`config.mk`:
```
export PLATFORM = sky130hd
export DESIGN_NAME = twm_ctrl
export DESIGN_NICKNAME = d
export VERILOG_FILES = /design/src/design/twm_pkg.sv /design/src/design/twm_ctrl.sv
export SDC_FILE = /design/constraint.sdc
export NUM_CORES = 1
export LEC_CHECK = 0
export BUFFER_PORTS_ARGS = -buffer_cell sky130_fd_sc_hd__buf_4
export CAP_MARGIN = 40
export CORE_MARGIN = 2
export CORE_UTILIZATION = 42
export DETAILED_ROUTE_END_ITERATION = 10
export PLACE_DENSITY_LB_ADDON = 0.2
export SLEW_MARGIN = 15
export SYNTH_ARGS = -nofsm -noshare
export SYNTH_HDL_FRONTEND = slang
export SYNTH_SLANG_ARGS = --single-unit
export TNS_END_PERCENT = 10
```
`constraint.sdc`:
```
create_clock -name clk -period 2.1 [get_ports clk]
set_input_delay 0.525 -clock clk [delete_from_list [all_inputs] [get_ports clk]]
set_output_delay 0.525 -clock clk [all_outputs]
set_load 0.03 [all_outputs]
```
`src/design/twm_pkg.sv`:
```
`timescale 1ns / 1ps
// ----------------------------------------------------------------------------
// twm_pkg
// Shared constants, status codes and controller/datapath structs for the
// trie signature window matcher.
// ----------------------------------------------------------------------------
package twm_pkg;

  localparam int MAX_LEN  = 32;
  localparam int NODES    = 1024;
  localparam int NODE_W   = $clog2(NODES);
  localparam int USED_W   = $clog2(NODES + 1);
  localparam int LEN_W    = $clog2(MAX_LEN + 1);
  localparam int WIN_W    = $clog2(MAX_LEN);

  // Item kinds
  localparam logic [1:0] KIND_ADD   = 2'd0;
  localparam logic [1:0] KIND_SCAN  = 2'd1;
  localparam logic [1:0] KIND_FLUSH = 2'd2;

  // Scan phases
  localparam logic [1:0] PH_PREFILL = 2'd0;
  localparam logic [1:0] PH_RUN     = 2'd1;
  localparam logic [1:0] PH_STOP    = 2'd2;

  // Stop modes
  localparam logic [1:0] MODE_WHOLE = 2'd0;
  localparam logic [1:0] MODE_SCAN  = 2'd1;

  // Result status codes
  localparam logic [2:0] ST_NONE      = 3'd0;
  localparam logic [2:0] ST_PARTIAL   = 3'd1;
  localparam logic [2:0] ST_HIT       = 3'd2;
  localparam logic [2:0] ST_STOP_SCAN = 3'd3;
  localparam logic [2:0] ST_STOP_EXIT = 3'd4;
  localparam logic [2:0] ST_STORED    = 3'd5;
  localparam logic [2:0] ST_FAULT     = 3'd6;

  typedef struct packed {
    logic load;        // capture the accepted item
    logic add_fault;   // answer the pattern byte with a fault
    logic walk_start;  // begin a sibling walk
    logic rd;          // read the node at the walk cursor
    logic step_sib;    // move to the next sibling
    logic add_hit;     // reuse the matched node
    logic add_new;     // write a new node
    logic add_link;    // link the new node in
    logic srch_init;   // start a window search
    logic srch_hit;    // search advanced to the matched node
    logic srch_miss;   // search failed
    logic none_res;    // no-match result without a search
    logic go_run;      // enter the running phase
    logic fill;        // store a prefill byte
    logic shift;       // shift the window
    logic flush_init;  // load the flush counter
    logic emit;        // load the output register
    logic emit_last;
    logic clear;       // clear the stream state
  } twm_cmd_t;

  typedef struct packed {
    logic [1:0] kind;
    logic       pattern_end;
    logic [1:0] phase;
    logic       longest_zero;
    logic       add_blocked;
    logic       fill_reached;
    logic       fill_zero;
    logic       cnt_zero;
    logic       srch_done;
    logic       cur_zero;
    logic       byte_match;
    logic       store_full;
    logic       rd_has_id;
    logic       res_stop;
    logic       slot_free;
  } twm_sts_t;

endpackage

```
`src/design/twm_ctrl.sv`:
```
`timescale 1ns / 1ps
// ----------------------------------------------------------------------------
// twm_ctrl
// Sequencer: dispatches items, runs node walks and hands results out.
// ----------------------------------------------------------------------------
module twm_ctrl import twm_pkg::*; (
  input  logic     clk,
  input  logic     rst_n,
  input  logic     in_valid,
  output logic     in_ready,
  input  twm_sts_t sts,
  output twm_cmd_t cmd
);

  localparam logic [3:0] S_IDLE   = 4'd0;
  localparam logic [3:0] S_DISP   = 4'd1;
  localparam logic [3:0] S_FILLED = 4'd2;
  localparam logic [3:0] S_FSHIFT = 4'd3;
  localparam logic [3:0] S_SSTART = 4'd4;
  localparam logic [3:0] S_SSTEP  = 4'd5;
  localparam logic [3:0] S_WRD    = 4'd6;
  localparam logic [3:0] S_WCK    = 4'd7;
  localparam logic [3:0] S_ALINK  = 4'd8;
  localparam logic [3:0] S_EMIT   = 4'd9;

  logic [3:0] state_r, state_nxt;
  logic       is_add;
  logic       last_res;

  assign in_ready = (state_r == S_IDLE);
  assign is_add   = (sts.kind == KIND_ADD);
  assign last_res = (sts.kind != KIND_FLUSH) || sts.res_stop || sts.cnt_zero;

  // Next state and commands
  always_comb begin
    cmd       = '0;
    state_nxt = state_r;
    unique case (state_r)
      S_IDLE: begin
        if (in_valid) begin
          cmd.load  = 1'b1;
          state_nxt = S_DISP;
        end
      end
      S_DISP: begin
        state_nxt = S_IDLE;
        priority if (sts.kind == KIND_ADD) begin
          if (sts.add_blocked) begin
            cmd.add_fault = 1'b1;
            state_nxt     = S_EMIT;
          end else begin
            cmd.walk_start = 1'b1;
            state_nxt      = S_WRD;
          end
        end else if (sts.kind == KIND_SCAN) begin
          priority if (sts.phase == PH_PREFILL) begin
            if (sts.longest_zero) begin
              cmd.none_res = 1'b1;
              cmd.go_run   = 1'b1;
              state_nxt    = S_EMIT;
            end else begin
              cmd.fill  = 1'b1;
              state_nxt = S_FILLED;
            end
          end else if (sts.phase == PH_RUN) begin
            cmd.shift = 1'b1;
            state_nxt = S_SSTART;
          end else begin
            state_nxt = S_IDLE;
          end
        end else if (sts.kind == KIND_FLUSH) begin
          priority if (sts.phase == PH_STOP) begin
            cmd.clear = 1'b1;
          end else if (sts.phase == PH_PREFILL) begin
            cmd.flush_init = 1'b1;
            state_nxt      = S_SSTART;
          end else if (sts.fill_zero) begin
            cmd.clear = 1'b1;
          end else begin
            cmd.flush_init = 1'b1;
            state_nxt      = S_FSHIFT;
          end
        end else begin
          state_nxt = S_IDLE;
        end
      end
      S_FILLED: begin
        if (sts.fill_reached) begin
          cmd.go_run = 1'b1;
          state_nxt  = S_SSTART;
        end else begin
          state_nxt = S_IDLE;
        end
      end
      S_FSHIFT: begin
        cmd.shift = 1'b1;
        state_nxt = S_SSTART;
      end
      S_SSTART: begin
        cmd.srch_init = 1'b1;
        state_nxt     = S_SSTEP;
      end
      S_SSTEP: begin
        if (sts.srch_done) begin
          state_nxt = S_EMIT;
        end else begin
          cmd.walk_start = 1'b1;
          state_nxt      = S_WRD;
        end
      end
      S_WRD: begin
        priority if (!sts.cur_zero) begin
          cmd.rd    = 1'b1;
          state_nxt = S_WCK;
        end else if (!is_add) begin
          cmd.srch_miss = 1'b1;
          state_nxt     = S_EMIT;
        end else if (sts.store_full) begin
          cmd.add_fault = 1'b1;
          state_nxt     = S_EMIT;
        end else begin
          cmd.add_new = 1'b1;
          state_nxt   = S_ALINK;
        end
      end
      S_WCK: begin
        priority if (!sts.byte_match) begin
          cmd.step_sib = 1'b1;
          state_nxt    = S_WRD;
        end else if (is_add) begin
          cmd.add_hit = 1'b1;
          state_nxt   = S_EMIT;
        end else begin
          cmd.srch_hit = 1'b1;
          state_nxt    = sts.rd_has_id ? S_EMIT : S_SSTEP;
        end
      end
      S_ALINK: begin
        cmd.add_link = 1'b1;
        state_nxt    = S_EMIT;
      end
      S_EMIT: begin
        if (sts.slot_free) begin
          cmd.emit      = 1'b1;
          cmd.emit_last = last_res;
          // Flush continues with one zero shift per held byte
          priority if (sts.kind != KIND_FLUSH) begin
            state_nxt = S_IDLE;
          end else if (last_res) begin
            cmd.clear = 1'b1;
            state_nxt = S_IDLE;
          end else begin
            cmd.shift = 1'b1;
            state_nxt = S_SSTART;
          end
        end
      end
      default: state_nxt = S_IDLE;
    endcase
  end

  always_ff @(posedge clk) begin
    if (!rst_n) begin
      state_r <= S_IDLE;
    end else begin
      state_r <= state_nxt;
    end
  end

endmodule

```
==> reports/metrics.csv <==
metric,value,unit
R2R Setup Slk,630,ps
synth top area cells,"dfxtp_1 (12%), nor3_1 (9.7%), nor2_1 (7.3%)",
syn nets,123,
MaxCap Viol Count,0,
Sw Ratio,42.45,%
Biggest register,state_r,
Post-DRT Antenna Nets,0,
"Power, Total",0.4661,mW
PwrDens,406.7,mW/mm^2
Worst Hold End,state_r[3],
biggest regs,state_r x4,
WL final,2.206,mm
Hold Crit Start,rst_n,
row cnt,14,
Max Fclk,481.1,MHz
DRC viols,0,
Port-buffer cells,38,
P&R area growth vs syn,71.22,%
nets,173,
CP required,1570,ps
die area,0.001929,sq mm
gr ovfl total,0,
Crit Path Category,in2out,
Worst Tran Pin Value,364.3,ps
number of distinct library cells after synthesis,40,
CP Cell Sequence,buf_4 > nand2b_4 > or3_4 > nor2_2 > a2bb2oi_1 > nor3_2 > buf_4,
die width,43.92,um
leakage power total,0.4919,nW
Hold Fails Final Rpt,0,
Yosys top cell area share,11.96,%
Main synth FF type,dfxtp_1,
Place WS,12.39,ps
crit-path max FO,4,
Starting Density,44.44,%
run status,"finished, final reports clean",
reg2reg end,state_r[2],
Slew HR,75.49,%
"Core Util, Final",76.08,%
worst reg2reg path depth,6,
sequential fraction of the synthesis area,11.96,%
GRT Resource Usage Total,23.56,%
CTS Buf Count,3,
CP max-delay cell,or3_4,
post-synthesis register bit count,4,
H-tree levels,1,
Clock Skews,10.59,ps
Worst path max stage delay,350,ps
via count,992,
io pins,40,
Worst-path clk slew,40,ps
"EDFF count, synth",0,
Psw,0.1979,mW
sequential share of power,20.5,%
first-pass GRT wire length,3.525,mm
RSZ-0062 raised after global routing,yes,
Max VDD drop,0.3581,mV
die height,43.92,um
YS warnings,0,
hold_buf cts,0,
largest net degree at the start of global routing,14,
Critical Path Start Type,input port,
initial antenna violation count,0,
min cycle time layout,2078,ps
CP most frequent cell,buf_4,
share of layout cells above drive strength 1,52.32,%
min-delay worst type,in2reg,
hold path cells,2,
Skew-Pair Late Insertion Delay,240,ps
Post-synth top cells,"nor2_1 (13), nor3_1 (13), nand2_1 (11), buf_2 (5)",
number of global-route vias before repair,825,
Internal,0.2682,mW
Netlist Area Pre-Place,669.4,sq um
Clock Path Buffers,2,
number of flip-flops in the largest register,4,
final instance area,0.001146,sq mm
Post-synth ARST share,0,%
Clock power frac,20.7,%
"area leader, netlist",dfxtp_1,
Routed WL per cell,13.21,um
root buffer cell,clkbuf_4,
Post-Layout Cell Count,167,
vias per cell,5.940,
hold_ws,559.1,ps
Comb power frac,58.8,%
drt pass-1 iters,5,
CTS sink cnt,4,
Post-Synthesis Cells,103,
Placer Congestion,0.9127,
Initial DRC Count,25,
Syn Area/Cell,6.499,sq um
Core ar.,0.001506,sq mm
setup TNS,0,ps
Crit. End Element,output pin,
placed insts,164,
Final WS setup,21.51,ps
Final Slew Violations,0,
dpl hpwl,1.778,mm
ANT cells,0,
WP data arrival,1550,ps
FF-to-FF Start,state_r[1],
fin crit share,98.98,%
dpl cell area,0.001047,sq mm
CTS tree,yes,
# setup viols final,0,
==> power groups by stage <==
stage,logic [mW],clock network [mW],registers (mW)
floorplan,0.157,0,0.0938
global placement,0.251,0,0.0940
detailed placement,0.254,0,0.0940
CTS,0.258,0.100,0.0931
global route,0.296,0.106,0.0968
finish,0.274,0.0967,0.0956
==> placed cells by master (no fill, tap or decap), drive strengths merged, types with 2 or more instances in the layout <==
cell type	n
buf	51
o21ai	3
nand2	11
nor4b	2
a21oi	4
nor2	16
nor4	4
dfxtp	4
nand3	3
o31ai	2
clkbuf	3
nand2b	5
nand3b	3
and2	3
inv	3
nor3	14
==> worst max-delay path: cells and delay by family <==
| kind | cells | cell delay (ps) |
|---|---|---|
| buf+inv | 2 | 280 |
| compound gates | 1 | 70 |
| simple gates | 4 | 660 |
==> final cells by class <==
cell class              instances  area (sq um)
fillers                       123         360.3
well taps                      16         20.02
repair buffers                 51         390.4
clock buffers                   3         22.52
multi-input cells              90         616.8
flip-flops and latches          4         85.08
inverters                       3         11.26
==> kinds of logic after synthesis <==
| kind of cell | share of synthesized area (%) |
|---|---|
| compound gates | 25.05 |
| buf+inv | 7.102 |
| flops | 11.96 |
| mux | 3.178 |
| simple gates | 52.71 |
==> how the worst max path moves through the flow <==
stage | from | endpoint | slack (ps) | cells after the start
floorplan | state_r[0] | cmd[12] | -220 | 4
global placement | sts[15] | cmd[4] | 20 | 7
detailed placement | sts[15] | cmd[4] | 10 | 7
CTS | state_r[2] | cmd[6] | 10 | 4
global route | state_r[3] | cmd[17] | -50 | 5
finish | sts[15] | cmd[4] | 20 | 7
==> layer usage <==
metal | wire length (um) | global-route usage (%)
met5 | 0 | 0
met4 | 10 | 5.455
met3 | 177 | 5.833
met2 | 1017 | 37.06
met1 | 1000 | 32.25
==> what timing repair did <==
item / 4_1_cts / 5_1_grt
gates resized for setup: 4 / 16
endpoints found under the setup margin: 5 / 10
hold endpoints to repair: 0 / 0
buffers inserted: 0 / 0
pin swaps: 0 / 2
(Power assumes the default switching activity.)
